File: config.mk
export PLATFORM = sky130hd
export DESIGN_NAME = json_string_escape_decoder_core
export DESIGN_NICKNAME = d
export VERILOG_FILES = /design/src/jsed_pkg.sv /design/src/jsed_front.sv /design/src/jsed_queue.sv /design/src/jsed_back.sv /design/src/json_string_escape_decoder_core.sv
export SDC_FILE = /design/constraint.sdc
export NUM_CORES = 1
export LEC_CHECK = 0
export ABC_AREA = 1
export BUFFER_PORTS_ARGS = -buffer_cell sky130_fd_sc_hd__buf_4
export CORE_UTILIZATION = 60
export DETAILED_ROUTE_END_ITERATION = 6
export PLACE_DENSITY_LB_ADDON = 0.25
export REMOVE_ABC_BUFFERS = 1
export SYNTH_ARGS = -nofsm -noshare
export SYNTH_HDL_FRONTEND = slang
export SYNTH_SLANG_ARGS = --single-unit
File: constraint.sdc
create_clock -name clock -period 4.6 [get_ports clock]
set_input_delay 0.46 -clock clock [delete_from_list [all_inputs] [get_ports clock]]
set_output_delay 0.46 -clock clock [all_outputs]
set_load 0.01 [all_outputs]
File: src/jsed_pkg.sv
package jsed_pkg;

   // Depth of the burst queue between the front and back parts
   localparam int QueueDepth = 4;
   localparam int QPtrW      = (QueueDepth > 1) ? $clog2(QueueDepth) : 1;
   localparam int QCntW      = $clog2(QueueDepth + 1);

   // One decoded input item: up to three bytes plus end-of-string info
   typedef struct packed {
      logic [2:0][7:0] data;
      logic [1:0]      count;
      logic            last;
      logic            err;
   } burst_type;

   // UTF-8 encoding limits and marker bytes
   localparam logic [15:0] Utf8Lim1  = 16'h0080;
   localparam logic [15:0] Utf8Lim2  = 16'h0800;
   localparam logic [7:0]  Utf8Lead2 = 8'hC0;
   localparam logic [7:0]  Utf8Lead3 = 8'hE0;
   localparam logic [7:0]  Utf8Cont  = 8'h80;

endpackage

File: src/jsed_front.sv
module jsed_front (
   input  logic               clock,
   input  logic               reset,
   input  logic               req_valid,
   output logic               req_stall,
   input  logic [7:0]         req_in_byte,
   input  logic               req_in_last,
   input  logic               queue_full,
   output logic               push,
   output jsed_pkg::burst_type push_data
);
   import jsed_pkg::*;

   typedef enum logic [2:0] {
      PH_NORMAL,
      PH_ESC,
      PH_HEX0,
      PH_HEX1,
      PH_HEX2,
      PH_HEX3
   } phase_type;

   localparam logic [7:0] ChQuote     = 8'h22;
   localparam logic [7:0] ChBackslash = 8'h5C;
   localparam logic [7:0] ChSlash     = 8'h2F;
   localparam logic [7:0] ChB         = 8'h62;
   localparam logic [7:0] ChF         = 8'h66;
   localparam logic [7:0] ChN         = 8'h6E;
   localparam logic [7:0] ChR         = 8'h72;
   localparam logic [7:0] ChT         = 8'h74;
   localparam logic [7:0] ChU         = 8'h75;
   localparam logic [7:0] ChDel       = 8'h7F;
   localparam logic [7:0] ChSpace     = 8'h20;
   localparam logic [7:0] CtlBs       = 8'h08;
   localparam logic [7:0] CtlFf       = 8'h0C;
   localparam logic [7:0] CtlLf       = 8'h0A;
   localparam logic [7:0] CtlCr       = 8'h0D;
   localparam logic [7:0] CtlTab      = 8'h09;

   phase_type   phase_ff, phase_in;
   logic [15:0] hex_ff, hex_in;
   logic        err_ff, err_in;
   logic        accept;
   logic        err;
   logic        hex_ok;
   logic [3:0]  hex_val;
   logic [15:0] code;
   logic [2:0][7:0] data;
   logic [1:0]  count;

   // Return {valid, digit} for one hex character
   function automatic logic [4:0] hex_digit(input logic [7:0] c);
      logic [4:0] r;
      r = '0;
      if (c >= 8'h30 && c <= 8'h39) r = {1'b1, 4'(c - 8'h30)};
      else if (c >= 8'h61 && c <= 8'h66) r = {1'b1, 4'(c - 8'h57)};
      else if (c >= 8'h41 && c <= 8'h46) r = {1'b1, 4'(c - 8'h37)};
      return r;
   endfunction

   assign req_stall = queue_full;
   assign accept    = req_valid && !queue_full;
   assign {hex_ok, hex_val} = hex_digit(req_in_byte);
   assign code      = {hex_ff[11:0], hex_val};

   // Classify the byte against the escape state
   always_comb begin
      err      = err_ff;
      phase_in = phase_ff;
      hex_in   = hex_ff;
      data     = '0;
      count    = 2'd0;
      if (!err_ff) begin
         case (phase_ff)
            PH_NORMAL: begin
               if (req_in_byte == ChBackslash) begin
                  phase_in = PH_ESC;
               end else if (req_in_byte < ChSpace || req_in_byte == ChDel) begin
                  err = 1'b1;
               end else begin
                  data[0] = req_in_byte;
                  count   = 2'd1;
               end
            end
            PH_ESC: begin
               phase_in = PH_NORMAL;
               count    = 2'd1;
               case (req_in_byte)
                  ChQuote, ChBackslash, ChSlash: data[0] = req_in_byte;
                  ChB: data[0] = CtlBs;
                  ChF: data[0] = CtlFf;
                  ChN: data[0] = CtlLf;
                  ChR: data[0] = CtlCr;
                  ChT: data[0] = CtlTab;
                  ChU: begin
                     count    = 2'd0;
                     phase_in = PH_HEX0;
                     hex_in   = '0;
                  end
                  default: begin
                     count = 2'd0;
                     err   = 1'b1;
                  end
               endcase
            end
            PH_HEX0, PH_HEX1, PH_HEX2: begin
               if (!hex_ok) begin
                  err      = 1'b1;
                  phase_in = PH_NORMAL;
               end else begin
                  hex_in = code;
                  case (phase_ff)
                     PH_HEX0: phase_in = PH_HEX1;
                     PH_HEX1: phase_in = PH_HEX2;
                     default: phase_in = PH_HEX3;
                  endcase
               end
            end
            PH_HEX3: begin
               phase_in = PH_NORMAL;
               hex_in   = '0;
               if (!hex_ok) begin
                  err = 1'b1;
               end else if (code < Utf8Lim1) begin
                  data[0] = code[7:0];
                  count   = 2'd1;
               end else if (code < Utf8Lim2) begin
                  data[0] = Utf8Lead2 | {3'b000, code[10:6]};
                  data[1] = Utf8Cont | {2'b00, code[5:0]};
                  count   = 2'd2;
               end else begin
                  data[0] = Utf8Lead3 | {4'b0000, code[15:12]};
                  data[1] = Utf8Cont | {2'b00, code[11:6]};
                  data[2] = Utf8Cont | {2'b00, code[5:0]};
                  count   = 2'd3;
               end
            end
            default: phase_in = PH_NORMAL;
         endcase
      end
      // Flag an escape left open at the end of the string
      if (req_in_last && !err && phase_in != PH_NORMAL) err = 1'b1;
      err_in = err;
   end

   // Queue a burst whenever the byte yields output or ends the string
   assign push           = accept && (count != 2'd0 || req_in_last);
   assign push_data.data  = data;
   assign push_data.count = count;
   assign push_data.last  = req_in_last;
   assign push_data.err   = err_in;

   // Advance the escape state; clear it at the end of a string or on error
   always_ff @(posedge clock) begin
      if (reset) begin
         phase_ff <= PH_NORMAL;
         hex_ff   <= '0;
         err_ff   <= 1'b0;
      end else if (accept) begin
         if (req_in_last || err_in) begin
            phase_ff <= PH_NORMAL;
            hex_ff   <= '0;
         end else begin
            phase_ff <= phase_in;
            hex_ff   <= hex_in;
         end
         err_ff <= req_in_last ? 1'b0 : err_in;
      end
   end

   a_last_resets: assert property (@(posedge clock) disable iff (reset)
      accept && req_in_last |=> phase_ff == PH_NORMAL && !err_ff && hex_ff == '0)
      else $error("string end did not clear escape state");

   a_err_idle: assert property (@(posedge clock) disable iff (reset)
      err_ff |-> phase_ff == PH_NORMAL)
      else $error("escape still pending after error");

endmodule

File: src/jsed_queue.sv
module jsed_queue (
   input  logic                clock,
   input  logic                reset,
   input  logic                push,
   input  jsed_pkg::burst_type push_data,
   input  logic                pop,
   output logic                full,
   output logic                empty,
   output jsed_pkg::burst_type head
);
   import jsed_pkg::*;

   burst_type        store_ff [QueueDepth];
   logic [QPtrW-1:0] wr_ptr_ff, rd_ptr_ff;
   logic [QCntW-1:0] count_ff;

   // Step a pointer with wrap at the queue depth
   function automatic logic [QPtrW-1:0] next_ptr(input logic [QPtrW-1:0] p);
      return (p == QPtrW'(QueueDepth - 1)) ? '0 : QPtrW'(p + 1'b1);
   endfunction

   assign full  = (count_ff == QCntW'(QueueDepth));
   assign empty = (count_ff == '0);
   assign head  = store_ff[rd_ptr_ff];

   // Write the tail entry
   always_ff @(posedge clock) begin
      if (push) store_ff[wr_ptr_ff] <= push_data;
   end

   // Track pointers and fill level
   always_ff @(posedge clock) begin
      if (reset) begin
         wr_ptr_ff <= '0;
         rd_ptr_ff <= '0;
         count_ff  <= '0;
      end else begin
         if (push) wr_ptr_ff <= next_ptr(wr_ptr_ff);
         if (pop)  rd_ptr_ff <= next_ptr(rd_ptr_ff);
         case ({push, pop})
            2'b10:   count_ff <= QCntW'(count_ff + 1'b1);
            2'b01:   count_ff <= QCntW'(count_ff - 1'b1);
            default: count_ff <= count_ff;
         endcase
      end
   end

   a_no_overflow: assert property (@(posedge clock) disable iff (reset)
      !(push && full) && !(pop && empty))
      else $error("burst queue overflow or underflow");

endmodule

File: src/jsed_back.sv
module jsed_back (
   input  logic                clock,
   input  logic                reset,
   input  logic                q_empty,
   input  jsed_pkg::burst_type head,
   output logic                pop,
   output logic                rsp_valid,
   input  logic                rsp_stall,
   output logic [7:0]          rsp_out_byte,
   output logic                rsp_byte_valid,
   output logic                rsp_run_last,
   output logic                rsp_string_done,
   output logic                rsp_decode_error
);
   import jsed_pkg::*;

   burst_type  cur_ff;
   logic       cur_valid_ff;
   logic [1:0] idx_ff;
   logic       rsp_valid_ff;
   logic [7:0] byte_ff;
   logic       byte_valid_ff, run_last_ff, done_ff, error_ff;
   logic [1:0] final_idx;
   logic       fin, out_load, emit, cur_free;

   // A burst with no bytes still yields one status result
   assign final_idx = (cur_ff.count == 2'd0) ? 2'd0 : 2'(cur_ff.count - 2'd1);
   assign fin       = (idx_ff == final_idx);
   assign out_load  = !rsp_valid_ff || !rsp_stall;
   assign emit      = cur_valid_ff && out_load;
   assign cur_free  = !cur_valid_ff || (emit && fin);
   assign pop       = !q_empty && cur_free;

   // Hold the current burst and step through its bytes
   always_ff @(posedge clock) begin
      if (reset) begin
         cur_valid_ff <= 1'b0;
         idx_ff       <= '0;
         rsp_valid_ff <= 1'b0;
      end else begin
         if (pop) begin
            cur_valid_ff <= 1'b1;
            idx_ff       <= '0;
         end else if (emit && fin) begin
            cur_valid_ff <= 1'b0;
         end else if (emit) begin
            idx_ff <= 2'(idx_ff + 2'd1);
         end
         if (out_load) rsp_valid_ff <= emit;
      end
   end

   // Load the burst and the output payload
   always_ff @(posedge clock) begin
      if (pop) cur_ff <= head;
      if (emit) begin
         byte_ff       <= (cur_ff.count == 2'd0) ? 8'h00 : cur_ff.data[idx_ff];
         byte_valid_ff <= (cur_ff.count != 2'd0);
         run_last_ff   <= fin;
         done_ff       <= fin && cur_ff.last;
         error_ff      <= (cur_ff.count == 2'd0) && cur_ff.err;
      end
   end

   assign rsp_valid        = rsp_valid_ff;
   assign rsp_out_byte     = byte_ff;
   assign rsp_byte_valid   = byte_valid_ff;
   assign rsp_run_last     = run_last_ff;
   assign rsp_string_done  = done_ff;
   assign rsp_decode_error = error_ff;

   a_idx_range: assert property (@(posedge clock) disable iff (reset)
      cur_valid_ff |-> idx_ff <= final_idx)
      else $error("byte index beyond burst");

   a_error_on_end: assert property (@(posedge clock) disable iff (reset)
      rsp_valid_ff && rsp_decode_error |-> rsp_string_done && !rsp_byte_valid)
      else $error("error flag outside string end status");

endmodule

File: src/json_string_escape_decoder_core.sv
// Path: a byte's first result passes a queue entry, the current-burst register and the
// output register to the rsp ports; it is taken on an edge where rsp is not stalled.
// Throughput: one input byte per cycle while the queue is not full; results leave one per
// cycle unless rsp stalls; a 4-entry queue absorbs the up to 3 UTF-8 bytes of a \u escape.
// Input stalls only when the queue is full.
// Reset: synchronous, active high; clears escape state, queue and output valid.
module json_string_escape_decoder_core (
   input  logic       clock,
   input  logic       reset,
   input  logic       req_valid,
   output logic       req_stall,
   input  logic [7:0] req_in_byte,
   input  logic       req_in_last,
   output logic       rsp_valid,
   input  logic       rsp_stall,
   output logic [7:0] rsp_out_byte,
   output logic       rsp_byte_valid,
   output logic       rsp_run_last,
   output logic       rsp_string_done,
   output logic       rsp_decode_error
);
   import jsed_pkg::*;

   logic      push, pop, q_full, q_empty;
   burst_type push_data, head;

   jsed_front u_front (
      .clock       (clock),
      .reset       (reset),
      .req_valid   (req_valid),
      .req_stall   (req_stall),
      .req_in_byte (req_in_byte),
      .req_in_last (req_in_last),
      .queue_full  (q_full),
      .push        (push),
      .push_data   (push_data)
   );

   jsed_queue u_queue (
      .clock     (clock),
      .reset     (reset),
      .push      (push),
      .push_data (push_data),
      .pop       (pop),
      .full      (q_full),
      .empty     (q_empty),
      .head      (head)
   );

   jsed_back u_back (
      .clock            (clock),
      .reset            (reset),
      .q_empty          (q_empty),
      .head             (head),
      .pop              (pop),
      .rsp_valid        (rsp_valid),
      .rsp_stall        (rsp_stall),
      .rsp_out_byte     (rsp_out_byte),
      .rsp_byte_valid   (rsp_byte_valid),
      .rsp_run_last     (rsp_run_last),
      .rsp_string_done  (rsp_string_done),
      .rsp_decode_error (rsp_decode_error)
   );

endmodule

==> results.cfg <==
[flow_run]
cap_violations = 0

[worst_hold_path]
hp-class = input pin to flip-flop
holdCritStartpoint = reset

[clock_tree]
post_cts_resized = 0
hold_buffers = 0
numCtsBuffers = 17
cts_sinks = 169
cts_tree = built
h-tree-depth = 4
clk_pin_slew_ns = 0.06
post_cts_buffers = 0
cts_buffer_depth = 2
clk_latency_ns = 0.42
cts_root_buf = clkbuf_16

[cells_and_area]
final_layout_size_suffix_gt1_share_pct = 12.9
nets = 795
final_cell_area_um2 = 8540
insertedDiodeCount = 0
syn2layout_area_growth_pct = 12.1

[timing]
maxSlewViolCount = 0
relSlewSlack_pct = 40.9
hold_viol_final = 0
setup_violations = 0
fmax_mhz = 277
fin_crit_ns = 3.60
grt_setup_unrepaired = false
final.setup.tns_ns = 0
tightestPinTransition_ns = 0.885
timing.final.crit_share_pct = 78.3
skew_ns = 0.00706

[synth]
synth-edff-count = 142
synthDistinctLibCells = 41
ys_seq_area_share_pct = 63.1
yosys.area.top_type = edfxtp_1
synth_ff_type = edfxtp_1
syn_area_per_cell_um2 = 10.3
synth.most_common_cell = edfxtp_1
yosys_warnings = 0
synth_top_area_share_pct = 56.0
synth_area_leaders = edfxtp_1 56%, dfxtp_1 7.1%, nor2_1 6.6%, o21ai_0 5.1%, nand2_1 4.3%
synthTopCellsByCount = 142 x edfxtp_1, 133 x nor2_1, 87 x nand2_1
ys_seq_elements = 169
netlist_instances = 740
synth_area_um2 = 7620
ys_async_sr_fraction_pct = 0

[grt]
antenna_found_initial = 0
grt_pass1_wl_um = 26700
grt_pass1_vias = 5255
grt_usage_pct = 27.7
grt_start_max_net_pins = 56
grt_overflow = 0

[floorplanning]
core.rowCount = 40
pin_count = 27
fp.dieW_um = 115
start_util_pct = 62.4
core_area_um2 = 12200
die_h_um = 115
die-area_um2 = 13200

[setup_path]
crit_start = u_back.idx_ff[1]
cp-start-kind = flip-flop
cp_max_fo = 27
path_class = flip-flop to flip-flop
worstReg2RegStart = u_back.idx_ff[1]
cp-end-kind = flip-flop
cp_data_required_time_ns = 4.90
worstPathArrival_ns = 3.90

[power]
power_mw = 4.80
power_density_nw_per_um2 = 562
p_comb_share_pct = 26.0
leakage_nw = 3.24
vdd_ir_drop_max_uv = 252
netSwitchingFraction_pct = 31.3
clkPwrFrac_pct = 28.2
switchingPower_mw = 1.50
internal_power_mw = 3.30
seqPwrFrac_pct = 45.7

[drt]
vias = 5494
via_per_inst = 5.78
drt_iter0_drc = 532
ant_nets = 0
drc = 0
routed_wl_um = 16800
first_pass_iters = 5
routedWlPerCell_um = 17.6

[place]
io_buffers = 26
place_congestion = 0.922
place_area_um2 = 7980
dp_hpwl_um = 11200

[outcome]
status = complete, no violations
## cells in the final DEF (no fill, tap or decap), types with 13 or more instances in the layout
| cell | n |
|---|---|
| edfxtp_1 | 142 |
| nor2_1 | 129 |
| nand2_1 | 87 |
| o21ai_0 | 78 |
| inv_1 | 73 |
| buf_4 | 35 |
| a21oi_1 | 33 |
| o22ai_1 | 32 |
| dfxtp_1 | 27 |
| nand3_1 | 18 |
| clkbuf_16 | 17 |
| nor3_1 | 13 |
## flip-flops by register name, summed over array words and instances, names as in the netlist
name,cells
u_front.phase_ff,3
u_back.rsp_decode_error,1
u_queue.rd_ptr_ff,2
u_back.idx_ff,2
u_queue.count_ff,3
u_front.err_ff,1
u_front.hex_ff,12
u_back.rsp_string_done,1
u_back.rsp_byte_valid,1
u_queue.wr_ptr_ff,2
u_back.cur_ff,26
u_back.rsp_valid,1
u_queue.store_ff,104
u_back.rsp_run_last,1
u_back.rsp_out_byte,8
u_back.cur_valid_ff,1
## worst paths after layout
check | slack, ns | depth (start not counted) | to
worst max-delay path | 1.0 | 14 | u_queue.count_ff[2]
worst min-delay path | 0.28 | 2 | u_front.hex_ff[10]
worst max register to register | 1.0 | 14 | u_queue.count_ff[2]
worst min register to register | 0.47 | 2 | u_front.hex_ff[10]
## layout make-up
type | count | area, um2
Clock inverter | 12 | 131
Timing Repair Buffer | 35 | 263
Inverter | 83 | 330
Multi-Input combinational cell | 464 | 2370
Sequential cell | 169 | 4800
Clock buffer | 19 | 433
Tap cell | 168 | 210
Fill cell | 886 | 3670
## metal layers
layer | routed length [um] | share of wire [%] | vias to the layer above | track usage [%]
li1 | - | - | 2607 | -
met1 | 6850 | 41 | 2620 | 33.6
met2 | 8420 | 50 | 229 | 47.5
met3 | 1080 | 6.5 | 38 | 5.88
met4 | 408 | 2.4 | 0 | 12.7
met5 | 0 | 0 | - | 0
## cells by family (layout without fill, tap and decap cells)
kind of cell	Yosys count	count (layout)	share of synthesized area [%]
AOI/OAI and AO/OA	161	161	11.7
xor gates and xnor gates	4	4	0.460
adders and majority gates	12	12	2.07
buffers and inverters	107	149	5.98
DFF	169	169	63.1
and+or+nand+nor	287	287	16.7
## through the flow
step | hold WS, ns | utilization (%) | setup WS (ns) | instances
after floorplan | 0.441 | - | 1.43 | 716
after global placement | 0.455 | 65.3 | 1.40 | 919
after detailed placement | 0.468 | 65.3 | 1.23 | 919
after CTS | 0.262 | 69.9 | 1.10 | 950
after global routing | 0.279 | 69.9 | 0.787 | 950
final | 0.278 | 69.9 | 0.996 | 950
## power by group through the flow
stage | combinational (mW) | clock (mW) | sequential, mW
after floorplan | 0.714 | 0 | 2.26
after global placement | 1.19 | 0 | 2.21
after detailed placement | 1.24 | 0 | 2.22
after CTS | 1.25 | 1.36 | 2.19
after global routing | 1.39 | 1.42 | 2.22
final | 1.25 | 1.36 | 2.19
## worst max-delay path, stage by stage, from the launching register on
cell and delay (ns):
dfxtp_1 0.53, nor2_1 0.13, o21ai_0 0.18, o221ai_1 0.29
o21ai_0 0.37, o21ai_1 0.26, inv_1 0.12, buf_4 0.36
ha_1 0.23, inv_1 0.08, fa_1 0.40, a21oi_1 0.18
o21ai_0 0.14, o21ai_0 0.17, a21oi_1 0.05
No activity file was read; power rests on OpenSTA's default activity.
